**src/sv/vpn_pkg.sv**
```systemverilog
package vpn_pkg;

  localparam logic [7:0] CH_SLASH  = 8'h2F;
  localparam logic [7:0] CH_BSLASH = 8'h5C;
  localparam logic [7:0] CH_COLON  = 8'h3A;
  localparam logic [7:0] CH_DOT    = 8'h2E;

  localparam logic [15:0] BUF_BYTES_RESET = 16'd256;

  // classified-item queue
  localparam int QDEPTH = 4;
  localparam int QAW    = $clog2(QDEPTH);

  typedef enum logic [2:0] {
    ST_OK       = 3'd0,
    ST_DRIVE    = 3'd1,
    ST_DOUBLE   = 3'd2,
    ST_EMPTY    = 3'd3,
    ST_DOTDOT   = 3'd4,
    ST_OVERFLOW = 3'd5
  } status_t;

  // one classified input item: which results it causes, in output order
  typedef struct packed {
    logic    has_sep;
    logic    has_byte;
    logic    has_stat;
    logic [7:0] data;
    status_t status;
  } rec_t;

  function automatic logic is_letter(input logic [7:0] c);
    return (c >= 8'h41 && c <= 8'h5A) || (c >= 8'h61 && c <= 8'h7A);
  endfunction

endpackage

```
**src/sv/vpn_front.sv**
```systemverilog
module vpn_front #(
  parameter int COUNT_BITS = 16
) (
  input  logic          clk,
  input  logic          rst_n,
  input  logic          cfg_we,
  input  logic [15:0]   cfg_wdata,
  input  logic          acc,
  input  logic [7:0]    in_byte,
  input  logic          in_last,
  output vpn_pkg::rec_t rec,
  output logic          rec_push
);
  import vpn_pkg::*;

  localparam int CW = ((COUNT_BITS > 16) ? COUNT_BITS : 16) + 1;

  logic [15:0]           buf_r;
  logic [COUNT_BITS-1:0] cnt_r, cnt_nxt;
  logic                  pend_r, pend_nxt;
  logic [1:0]            rpos_r, rpos_nxt;
  logic                  fra_r, fra_nxt;
  logic                  frs_r, frs_nxt;
  logic                  rdrv_r, rdrv_nxt;
  logic                  rdbl_r, rdbl_nxt;
  logic                  foa_r, foa_nxt;
  logic                  odrv_r, odrv_nxt;
  logic [1:0]            slen_r, slen_nxt;
  logic                  dots_r, dots_nxt;
  logic                  par_r, par_nxt;
  logic                  ovf_r, ovf_nxt;

  logic       raw_sep;
  logic [7:0] c;
  logic       no_room;
  logic       len_zero;

  assign raw_sep = (in_byte == CH_SLASH) || (in_byte == CH_BSLASH);
  assign c       = (in_byte == CH_BSLASH) ? CH_SLASH : in_byte;
  // write at count n overflows when n + 1 >= buffer size
  assign no_room = ({{(CW-COUNT_BITS){1'b0}}, cnt_r} + CW'(1)) >= {{(CW-16){1'b0}}, buf_r};

  always_comb begin
    cnt_nxt  = cnt_r;
    pend_nxt = pend_r;
    rpos_nxt = rpos_r;
    fra_nxt  = fra_r;
    frs_nxt  = frs_r;
    rdrv_nxt = rdrv_r;
    rdbl_nxt = rdbl_r;
    foa_nxt  = foa_r;
    odrv_nxt = odrv_r;
    slen_nxt = slen_r;
    dots_nxt = dots_r;
    par_nxt  = par_r;
    ovf_nxt  = ovf_r;
    len_zero = 1'b0;
    rec          = '0;
    rec.data     = c;
    rec.status   = ST_OK;

    if (rpos_r == 2'd0) begin
      fra_nxt  = is_letter(in_byte);
      frs_nxt  = raw_sep;
      rpos_nxt = 2'd1;
    end else if (rpos_r == 2'd1) begin
      rdrv_nxt = fra_r && (in_byte == CH_COLON);
      rdbl_nxt = frs_r && raw_sep;
      rpos_nxt = 2'd2;
    end

    if (!ovf_r) begin
      if (c == CH_SLASH) begin
        if (cnt_r != '0 && !pend_r) begin
          if (no_room) begin
            ovf_nxt = 1'b1;
          end else begin
            if (slen_r == 2'd2 && dots_r) par_nxt = 1'b1;
            slen_nxt = 2'd0;
            dots_nxt = 1'b1;
            if (cnt_r != '1) cnt_nxt = cnt_r + COUNT_BITS'(1);
            pend_nxt = 1'b1;
          end
        end
      end else if (no_room) begin
        ovf_nxt = 1'b1;
      end else begin
        if (pend_r) begin
          rec.has_sep = 1'b1;
          pend_nxt    = 1'b0;
        end
        if (cnt_r == '0) foa_nxt = is_letter(c);
        else if (cnt_r == COUNT_BITS'(1)) odrv_nxt = foa_r && (c == CH_COLON);
        if (slen_r != 2'd3) slen_nxt = slen_r + 2'd1;
        if (c != CH_DOT) dots_nxt = 1'b0;
        rec.has_byte = 1'b1;
        if (cnt_r != '1) cnt_nxt = cnt_r + COUNT_BITS'(1);
      end
    end

    if (in_last) begin
      if (slen_nxt == 2'd2 && dots_nxt) par_nxt = 1'b1;
      len_zero = (cnt_nxt == '0) || ((cnt_nxt == COUNT_BITS'(1)) && pend_nxt);
      rec.has_stat = 1'b1;
      if (rdrv_nxt)      rec.status = ST_DRIVE;
      else if (rdbl_nxt) rec.status = ST_DOUBLE;
      else if (ovf_nxt)  rec.status = ST_OVERFLOW;
      else if (len_zero) rec.status = ST_EMPTY;
      else if (odrv_nxt) rec.status = ST_DRIVE;
      else if (par_nxt)  rec.status = ST_DOTDOT;
      else               rec.status = ST_OK;
      // path done: back to the start-of-path state
      cnt_nxt  = '0;
      pend_nxt = 1'b0;
      rpos_nxt = 2'd0;
      fra_nxt  = 1'b0;
      frs_nxt  = 1'b0;
      rdrv_nxt = 1'b0;
      rdbl_nxt = 1'b0;
      foa_nxt  = 1'b0;
      odrv_nxt = 1'b0;
      slen_nxt = 2'd0;
      dots_nxt = 1'b1;
      par_nxt  = 1'b0;
      ovf_nxt  = 1'b0;
    end
  end

  assign rec_push = acc && (rec.has_sep || rec.has_byte || rec.has_stat);

  always_ff @(posedge clk) begin
    if (!rst_n) begin
      buf_r  <= BUF_BYTES_RESET;
      cnt_r  <= '0;
      pend_r <= 1'b0;
      rpos_r <= 2'd0;
      fra_r  <= 1'b0;
      frs_r  <= 1'b0;
      rdrv_r <= 1'b0;
      rdbl_r <= 1'b0;
      foa_r  <= 1'b0;
      odrv_r <= 1'b0;
      slen_r <= 2'd0;
      dots_r <= 1'b1;
      par_r  <= 1'b0;
      ovf_r  <= 1'b0;
    end else begin
      if (cfg_we) buf_r <= cfg_wdata;
      if (acc) begin
        cnt_r  <= cnt_nxt;
        pend_r <= pend_nxt;
        rpos_r <= rpos_nxt;
        fra_r  <= fra_nxt;
        frs_r  <= frs_nxt;
        rdrv_r <= rdrv_nxt;
        rdbl_r <= rdbl_nxt;
        foa_r  <= foa_nxt;
        odrv_r <= odrv_nxt;
        slen_r <= slen_nxt;
        dots_r <= dots_nxt;
        par_r  <= par_nxt;
        ovf_r  <= ovf_nxt;
      end
    end
  end

endmodule

```
**src/sv/vpn_queue.sv**
```systemverilog
module vpn_queue (
  input  logic          clk,
  input  logic          rst_n,
  input  logic          wr_en,
  input  vpn_pkg::rec_t wr_rec,
  output logic          q_full,
  input  logic          rd_en,
  output vpn_pkg::rec_t rd_rec,
  output logic          q_empty
);
  import vpn_pkg::*;

  rec_t           mem [QDEPTH];
  logic [QAW-1:0] wp_r, rp_r;
  logic [QAW:0]   cnt_r;

  assign q_full  = (cnt_r == (QAW+1)'(QDEPTH));
  assign q_empty = (cnt_r == '0);
  assign rd_rec  = mem[rp_r];

  always_ff @(posedge clk) begin
    if (wr_en) mem[wp_r] <= wr_rec;
  end

  always_ff @(posedge clk) begin
    if (!rst_n) begin
      wp_r  <= '0;
      rp_r  <= '0;
      cnt_r <= '0;
    end else begin
      if (wr_en) wp_r <= wp_r + QAW'(1);
      if (rd_en) rp_r <= rp_r + QAW'(1);
      if (wr_en && !rd_en)      cnt_r <= cnt_r + (QAW+1)'(1);
      else if (rd_en && !wr_en) cnt_r <= cnt_r - (QAW+1)'(1);
    end
  end

endmodule

```
**src/sv/vpn_back.sv**
```systemverilog
module vpn_back (
  input  logic          clk,
  input  logic          rst_n,
  input  vpn_pkg::rec_t head,
  input  logic          q_empty,
  output logic          q_pop,
  input  logic          pop,
  output logic          empty,
  output logic [7:0]    out_byte,
  output logic          out_byte_valid,
  output logic          out_done_res,
  output logic [2:0]    out_status
);
  import vpn_pkg::*;

  logic       vld_r;
  logic [2:0] used_r, used_nxt;  // {stat, byte, sep} already sent
  logic [7:0] byte_r, byte_nxt;
  logic       bv_r, bv_nxt;
  logic       done_r, done_nxt;
  status_t    st_r, st_nxt;
  logic [2:0] rem, pick;
  logic       load;

  assign load = !q_empty && (!vld_r || pop);
  assign rem  = {head.has_stat, head.has_byte, head.has_sep} & ~used_r;

  always_comb begin
    pick     = 3'b000;
    byte_nxt = 8'h00;
    bv_nxt   = 1'b0;
    done_nxt = 1'b0;
    st_nxt   = ST_OK;
    if (rem[0]) begin
      pick     = 3'b001;
      byte_nxt = CH_SLASH;
      bv_nxt   = 1'b1;
    end else if (rem[1]) begin
      pick     = 3'b010;
      byte_nxt = head.data;
      bv_nxt   = 1'b1;
    end else begin
      pick     = 3'b100;
      done_nxt = 1'b1;
      st_nxt   = head.status;
    end
    q_pop    = load && ((rem & ~pick) == 3'b000);
    used_nxt = q_pop ? 3'b000 : (used_r | pick);
  end

  always_ff @(posedge clk) begin
    if (!rst_n) begin
      vld_r  <= 1'b0;
      used_r <= 3'b000;
    end else begin
      if (load) begin
        vld_r  <= 1'b1;
        used_r <= used_nxt;
      end else if (pop) begin
        vld_r <= 1'b0;
      end
    end
  end

  always_ff @(posedge clk) begin
    if (load) begin
      byte_r <= byte_nxt;
      bv_r   <= bv_nxt;
      done_r <= done_nxt;
      st_r   <= st_nxt;
    end
  end

  assign empty          = !vld_r;
  assign out_byte       = byte_r;
  assign out_byte_valid = bv_r;
  assign out_done_res   = done_r;
  assign out_status     = st_r;

endmodule

```
**src/sv/virtual_path_normalizer.sv**
```systemverilog
// Streaming path normalizer. A path enters one byte per cycle on push/full,
// in_last marking its final byte; backslashes turn into slashes, leading
// slashes are dropped, runs collapse and a slash is only released when a
// later ordinary byte follows, so trailing slashes vanish. Results leave on
// empty/pop: emitted bytes (out_byte_valid=1), and after the last byte one
// status transaction (out_done_res=1, out_status). Discard the bytes of a
// path whose status is not ok. Input rate is one byte per cycle; each byte
// causes zero to three results (held slash, the byte, the status), and the
// output register delivers one result per cycle, so the sustained rate is
// set by the result count at the back end. A four-entry queue of classified
// bytes decouples the two sides. The user must write buffer_bytes (cfg_we/
// cfg_wdata) only while idle (not enforced by the block); reset value 256.
module virtual_path_normalizer #(
  parameter int COUNT_BITS = 16
) (
  input  logic        clk,
  input  logic        rst_n,
  // configuration
  input  logic        cfg_we,
  input  logic [15:0] cfg_wdata,
  // input transactions
  input  logic        push,
  output logic        full,
  input  logic [7:0]  in_byte,
  input  logic        in_last,
  // result transactions
  output logic        empty,
  input  logic        pop,
  output logic [7:0]  out_byte,
  output logic        out_byte_valid,
  output logic        out_done_res,
  output logic [2:0]  out_status
);
  import vpn_pkg::*;

  rec_t f_rec, q_head;
  logic f_push, q_full, q_empty, q_pop, acc;

  assign full = q_full;
  assign acc  = push && !q_full;

  // front: path state, classification of each byte into its results
  vpn_front #(.COUNT_BITS(COUNT_BITS)) u_front (
    .clk       (clk),
    .rst_n     (rst_n),
    .cfg_we    (cfg_we),
    .cfg_wdata (cfg_wdata),
    .acc       (acc),
    .in_byte   (in_byte),
    .in_last   (in_last),
    .rec       (f_rec),
    .rec_push  (f_push)
  );

  // bytes that cause no result never enter the queue
  vpn_queue u_queue (
    .clk     (clk),
    .rst_n   (rst_n),
    .wr_en   (f_push),
    .wr_rec  (f_rec),
    .q_full  (q_full),
    .rd_en   (q_pop),
    .rd_rec  (q_head),
    .q_empty (q_empty)
  );

  // back: expands one queue entry into its result transactions
  vpn_back u_back (
    .clk            (clk),
    .rst_n          (rst_n),
    .head           (q_head),
    .q_empty        (q_empty),
    .q_pop          (q_pop),
    .pop            (pop),
    .empty          (empty),
    .out_byte       (out_byte),
    .out_byte_valid (out_byte_valid),
    .out_done_res   (out_done_res),
    .out_status     (out_status)
  );

endmodule

```
**config.mk**
```make
export PLATFORM = sky130hd
export DESIGN_NAME = virtual_path_normalizer
export DESIGN_NICKNAME = d
export VERILOG_FILES = /design/src/sv/vpn_pkg.sv /design/src/sv/vpn_front.sv /design/src/sv/vpn_queue.sv /design/src/sv/vpn_back.sv /design/src/sv/virtual_path_normalizer.sv
export SDC_FILE = /design/constraint.sdc
export NUM_CORES = 1
export LEC_CHECK = 0
export BUFFER_PORTS_ARGS = -buffer_cell sky130_fd_sc_hd__buf_2
export CORE_MARGIN = 1.5
export CORE_UTILIZATION = 61
export CTS_CLUSTER_SIZE = 24
export DETAILED_ROUTE_END_ITERATION = 7
export GPL_TIMING_DRIVEN = 0
export PLACE_DENSITY_LB_ADDON = 0.08
export SYNTH_ARGS = -nofsm -noshare
export SYNTH_HDL_FRONTEND = slang
export SYNTH_SLANG_ARGS = --single-unit
```
**constraint.sdc**
```tcl
create_clock -name clk -period 6.36 [get_ports clk]
set_input_delay 1.272 -clock clk [delete_from_list [all_inputs] [get_ports clk]]
set_output_delay 1.272 -clock clk [all_outputs]
set_load 0.02 [all_outputs]
```
Word level (Yosys, flattened, before mapping)
Memories as Yosys holds them, arrays and structs flattened. A register that Yosys moved wholly into a read port is not among the register bits.
Index checks and enable logic that the tools add are counted.
{"block": "totals", "ff_bits": 70, "ramBits": 56, "word_cells": 200, "n_memories": 1}
{"block": "op_classes", "n_addsub": 7, "magnitude_cmp": 9, "n_eq_ne": 17, "muxes": 90, "n_bitwise": 6, "n_reduce_logical": 46}
{"memory": "u_queue.mem", "depth": 4, "word_bits": 14, "read_ports": 1, "rd_clocked_by_memory_dff": 1, "wr": 1, "line_no": "vpn_queue.sv:13", "text": "rec_t mem [QDEPTH];"}
{"op": "2-to-1 mux 16 bit", "count": 6}
{"op": "2-to-1 mux 1 bit", "count": 55}
{"op": "2-to-1 mux 3 bit", "count": 12}
{"op": "== test 16 x 1 -> 1 bit, second input constant", "count": 2}
{"op": "== test 8 x 6 -> 1 bit, second input constant", "count": 4}
{"op": ">= comparator 8 x 7 -> 1 bit, second input constant", "count": 4}
{"op": "less-or-equal comparator 8 x 7 -> 1 bit, second input constant", "count": 4}
{"op": "logical NOT 16 bit", "count": 2}
{"op": "2-to-1 mux 2 bit", "count": 15}
{"op": "adder 16 x 1 -> 17 bit, second input constant", "count": 1}
{"op": ">= comparator 17 x 16 -> 1 bit", "count": 1}
{"op": "logical AND 1 bit", "count": 17}
{"op": "adder 16 x 1 -> 16 bit, second input constant", "count": 1}
{"op": "inequality test 16 bit, second input constant", "count": 1}
{"op": "nonzero test 16 bit", "count": 1}
{"op": "== test 8 x 7 -> 1 bit, second input constant", "count": 1}
{"op": "2-to-1 mux 8 bit", "count": 1}
{"op": "inequality test 2 bit, second input constant", "count": 4}
{"op": "inequality test 8 x 6 -> 1 bit, second input constant", "count": 1}
{"op": "nonzero test 2 bit", "count": 4}
{"op": "logical OR 1 bit", "count": 7}
{"op": "adder 2 x 1 -> 2 bit, second input constant", "count": 3}
{"op": "bitwise AND 3 bit", "count": 2}
{"op": "logical NOT 1 bit", "count": 6}
{"op": "other kinds (15)", "count": 20}

Longest topological paths before layout
{"block": "logic_depth", "ltp_word": 17, "depth_mapped": 20, "ltp_nobuf": 19}

Hierarchy
From an unflattened synthesis, not the netlist that was laid out.
{"block": "hier_totals", "cells_unflattened": 587, "hier_area_um2": 6388.6}
{"mod": "vpn_front", "instances": 1, "cells_per_inst": 411, "area_per_inst_um2": 3176.8}
{"mod": "vpn_queue", "instances": 1, "cells_per_inst": 116, "area_per_inst_um2": 2493.6}
{"mod": "vpn_back", "instances": 1, "cells_per_inst": 59, "area_per_inst_um2": 704.4}
{"mod": "virtual_path_normalizer", "instances": 1, "cells_per_inst": 1, "area_per_inst_um2": 13.8}

Worst setup path after synthesis
No wires, ideal clock.
{"block": "synth_path", "path_kind": "reg2reg", "startpoint": "register u_front.cnt_r[1]", "endpoint": "register u_queue.cnt_r[2]", "arrival_ns": 4.644, "t_required_ns": 6.284, "setup_slack_ns": 1.641, "path_stages_with_launch": 20, "n_path_buf": 1, "synth_period_minus_slack_ns": 4.719, "cell_sequence": "dfxtp_1 ha_1 nand3_2 nor3_2 nor3b_2 xor2_1 ha_1 a21o_1 a21o_1 nor3_4 o2111ai_4 nor2_2 o21a_1 clkbuf_1 ha_1 inv_1 fa_1 xor2_1 or3_1 a21boi_0"}
{"item": "from (decl)", "line_no": "vpn_front.sv:19", "text": "logic [COUNT_BITS-1:0] cnt_r, cnt_nxt;"}
{"item": "from (signal assigned)", "line_no": "vpn_front.sv:150", "text": "cnt_r <= cnt_nxt;"}
{"item": "to (signal assigned)", "line_no": "vpn_queue.sv:33", "text": "if (wr_en && !rd_en) cnt_r <= cnt_r + (QAW+1)'(1);"}
{"item": "to (signal assigned)", "line_no": "vpn_queue.sv:34", "text": "else if (rd_en && !wr_en) cnt_r <= cnt_r - (QAW+1)'(1);"}
{"item": "to (decl)", "line_no": "vpn_queue.sv:15", "text": "logic [QAW:0] cnt_r;"}

==> impl_metrics.ini <==
[clock_tree]
cts_hold_repair.buffers = 0
cts_resized = 0
cts_tree = yes
postCtsSetupBuffers = 0
tritoncts.num_buffers = 17
clkTransAtPathRegs_ns = 0.06
cts-root-buf = clkbuf_8
worstSkewPairLatency_ns = 0.53
htree_levels = 4
clock-sinks = 128
cts_buffer_depth = 2

[final_layout]
area_growth_pct = 15.5
fin_nets = 717
drive_gt1_share_pct = 18.5
final_util_pct = 72.3
num_antenna_cells = 0
nFillCells = 761

[critical_path]
worstPathCellList = ha_1 -> nand3_2 -> nor2_1 -> and3_1 -> xor2_1 -> ha_1 -> a41oi_1 -> o21ai_0 -> a211oi_2 -> o2111ai_4 -> nor2_2 -> o21a_1 -> clkbuf_1 -> ha_1 -> inv_1 -> fa_1 -> xor2_1 -> or3_1 -> a21boi_0
cpLargestDelayFamily = simple AND/OR/NAND/NOR gates
endpoint = u_queue.cnt_r[2]$_SDFFE_PN0P_
crit_type = reg -> reg
cpMostUsedCell = ha_1
r2r-end = u_queue.cnt_r[2]$_SDFFE_PN0P_
slowest_delay_ns = 0.51
slowest_stage = dfxtp_1
required_ns = 6.81
cp_num_buf_inv = 2
arrival_ns = 6.30
crit_start = u_front.cnt_r[0]$_SDFFE_PN0P_
path_max_fanout = 12
crit_path_start_kind = flip-flop
crit_path_end_kind = flip-flop
r2r-start = u_front.cnt_r[0]$_SDFFE_PN0P_
r2r_setup_slack_ns = 0.51
reg2reg_depth = 19
path_depth = 19

[sta]
timing.fmax_mhz = 171
fin_setup_tns_ns = 0
fin_skew_ns = 0.00895
finalHoldViolations = 0
rsz0062_at_grt = no
slew_viol_final = 0
worst_pin_slew_ns = 0.944
finalWorstSetupSlack_ns = 0.515
slew-limit-headroom_pct = 37.0
post-route-period-util_pct = 91.9
setup_violations = 0
layout_min_cycle_time_ns = 5.85

[job]
cap_violations = 0

[routing]
wl_per_cell_um = 17.6
ant_nets = 0
vias = 4674
drc_errors = 0
drt_iter0_markers = 300
routed_via_density = 5.76
firstDrtPassIters = 6
wirelength_um = 14300

[synth]
syn-num-nets = 655
synth_area_leader_cell = edfxtp_1
yosysMostFrequentCell = edfxtp_1
synth_edf_count = 69
synthTopCellsByCount = edfxtp_1 (69), dfxtp_1 (59), o21ai_0 (44)
ys.flop_type = edfxtp_1
synth_area_per_cell_um2 = 10.8
async_flop_share_pct = 0
synth_area_um2 = 6460
synth_seq_cells = 128
ys_top_cells_by_area = edfxtp_1 (32%), dfxtp_1 (18%), mux4_2 (4.9%)
seq_area_frac_synth_pct = 50.3
netlist.area_leader.share_pct = 32.1
synth_warnings = 0
ys_types = 70
syn_inst = 600

[floorplanning]
core_region_area_um2 = 10300
die_w_um = 106
dieArea_um2 = 11200
die_y_um = 106
rows = 37
pin_count = 45
start_util_pct = 62.6

[power_and_ir_drop]
ir_drop_v = 0.000304
p_per_area_nw_per_um2 = 350
p_leak_uw = 0.00293

[placed_design]
dpl_worst_slack_ns = 0.625
io_buffers = 43
dp_hpwl_um = 10100
gp_congestion = 0.913

[global_routing]
overflow = 0
grt_pass1_wl_um = 23700
grt_max_degree = 19
antenna_found_initial = 0
track_usage_pct = 27.8
grt_pass1_vias = 4756

[min_path]
hold_class = reg -> reg
min_from = u_front.buf_r[8]$_SDFFE_PN1P_

[status]
status = finished clean
==> logic make-up (layout without fill, tap and decap cells) <==
logic type,after synthesis,after routing,synth area share (%)
mux,35,35,8.15
buf+inv,72,147,4.37
xor+xnor,19,19,2.57
flops,128,128,50.3
simple gates,206,206,18.3
compound gates,115,115,11.3
fa+ha+maj,25,25,4.96
==> state kept, by name, summed over array words and instances, names as in the netlist, 2 cells and up, named ones only <==
| register | flops |
|---|---|
| u_queue.mem | 56 |
| u_front.buf_r | 16 |
| u_front.cnt_r | 16 |
| u_back.out_byte | 8 |
| u_back.out_status | 3 |
| u_back.used_r | 3 |
| u_queue.cnt_r | 3 |
| u_front.rpos_r | 2 |
| u_front.slen_r | 2 |
| u_queue.rp_r | 2 |
| u_queue.wp_r | 2 |
==> where the power goes <==
| group | switching, µW | total [µW] | leakage [µW] | internal (µW) |
|---|---|---|---|---|
| sequential | 45.9 | 1060 | 0.00112 | 1020 |
| combinational | 346 | 558 | 0.00151 | 213 |
| clock | 364 | 994 | 0.000293 | 630 |
| total | 756 | 2620 | 0.00293 | 1860 |
==> layout make-up <==
cell class / count / area, µm² / area share [%]
clock buffers: 22 / 497 / 6.65
inverters: 39 / 146 / 1.96
multi-input cells: 400 / 2930 / 39.3
repair buffers: 43 / 215 / 2.88
clock inverters: 10 / 119 / 1.59
flip-flops and latches: 128 / 3250 / 43.6
plain buffers: 33 / 136 / 1.83
well taps: 136 / 170 / 2.28
==> routing by layer <==
| layer | up-vias | global-route usage [%] | part of all wire, % |
|---|---|---|---|
| li1 | 2266 | - | - |
| met1 | 2220 | 31.8 | 41 |
| met2 | 146 | 49.2 | 51 |
| met3 | 42 | 6.68 | 4.7 |
| met4 | 0 | 12.5 | 3.0 |
| met5 | - | 0 | 0 |
==> layout by cell type, fill, tap and decap left out, types with 9 or more instances in the layout <==
master and instances:
a21oi_1 27, and2_1 22, and3_1 9, buf_2 50, clkbuf_1 26, clkbuf_16 19
dfxtp_1 59, edfxtp_1 69, ha_1 24, inv_1 39, mux2i_1 20, mux4_2 14
nand2_1 39, nand3_1 13, nor2_1 30, nor2b_1 34, nor3_1 9, o21ai_0 44
xnor2_1 9, xor2_1 10
==> worst min-delay path, delay by kind of cell, from the launching register on <==
kind	cells	cell delay (ns)
buf+inv	1	0.07
compound gates	1	0.08
flops	1	0.30
==> worst min path at each step <==
| stage | slack, ns | cells past startpoint | to |
|---|---|---|---|
| after floorplan | 0.43 | 2 | u_back.used_r[1]$_SDFFE_PN0P_ |
| after global placement | 0.44 | 2 | u_back.used_r[1]$_SDFFE_PN0P_ |
| after detailed placement | 0.47 | 2 | u_back.used_r[0]$_SDFFE_PN0P_ |
| after CTS | 0.50 | 2 | u_front.buf_r[8]$_SDFFE_PN1P_ |
| after global routing | 0.53 | 2 | u_back.used_r[0]$_SDFFE_PN0P_ |
| final | 0.50 | 2 | u_front.buf_r[8]$_SDFFE_PN1P_ |
==> through the flow <==
step	hold slack [ns]	instance area [µm²]	std cells	power, µW
after floorplan	0.428	6460	600	1470
after global placement	0.440	6850	779	1600
after detailed placement	0.470	6850	779	1630
after CTS	0.501	7470	811	2630
after global routing	0.530	7470	811	2730
final	0.498	7470	811	2620
Power figures use the tool's default switching activity.
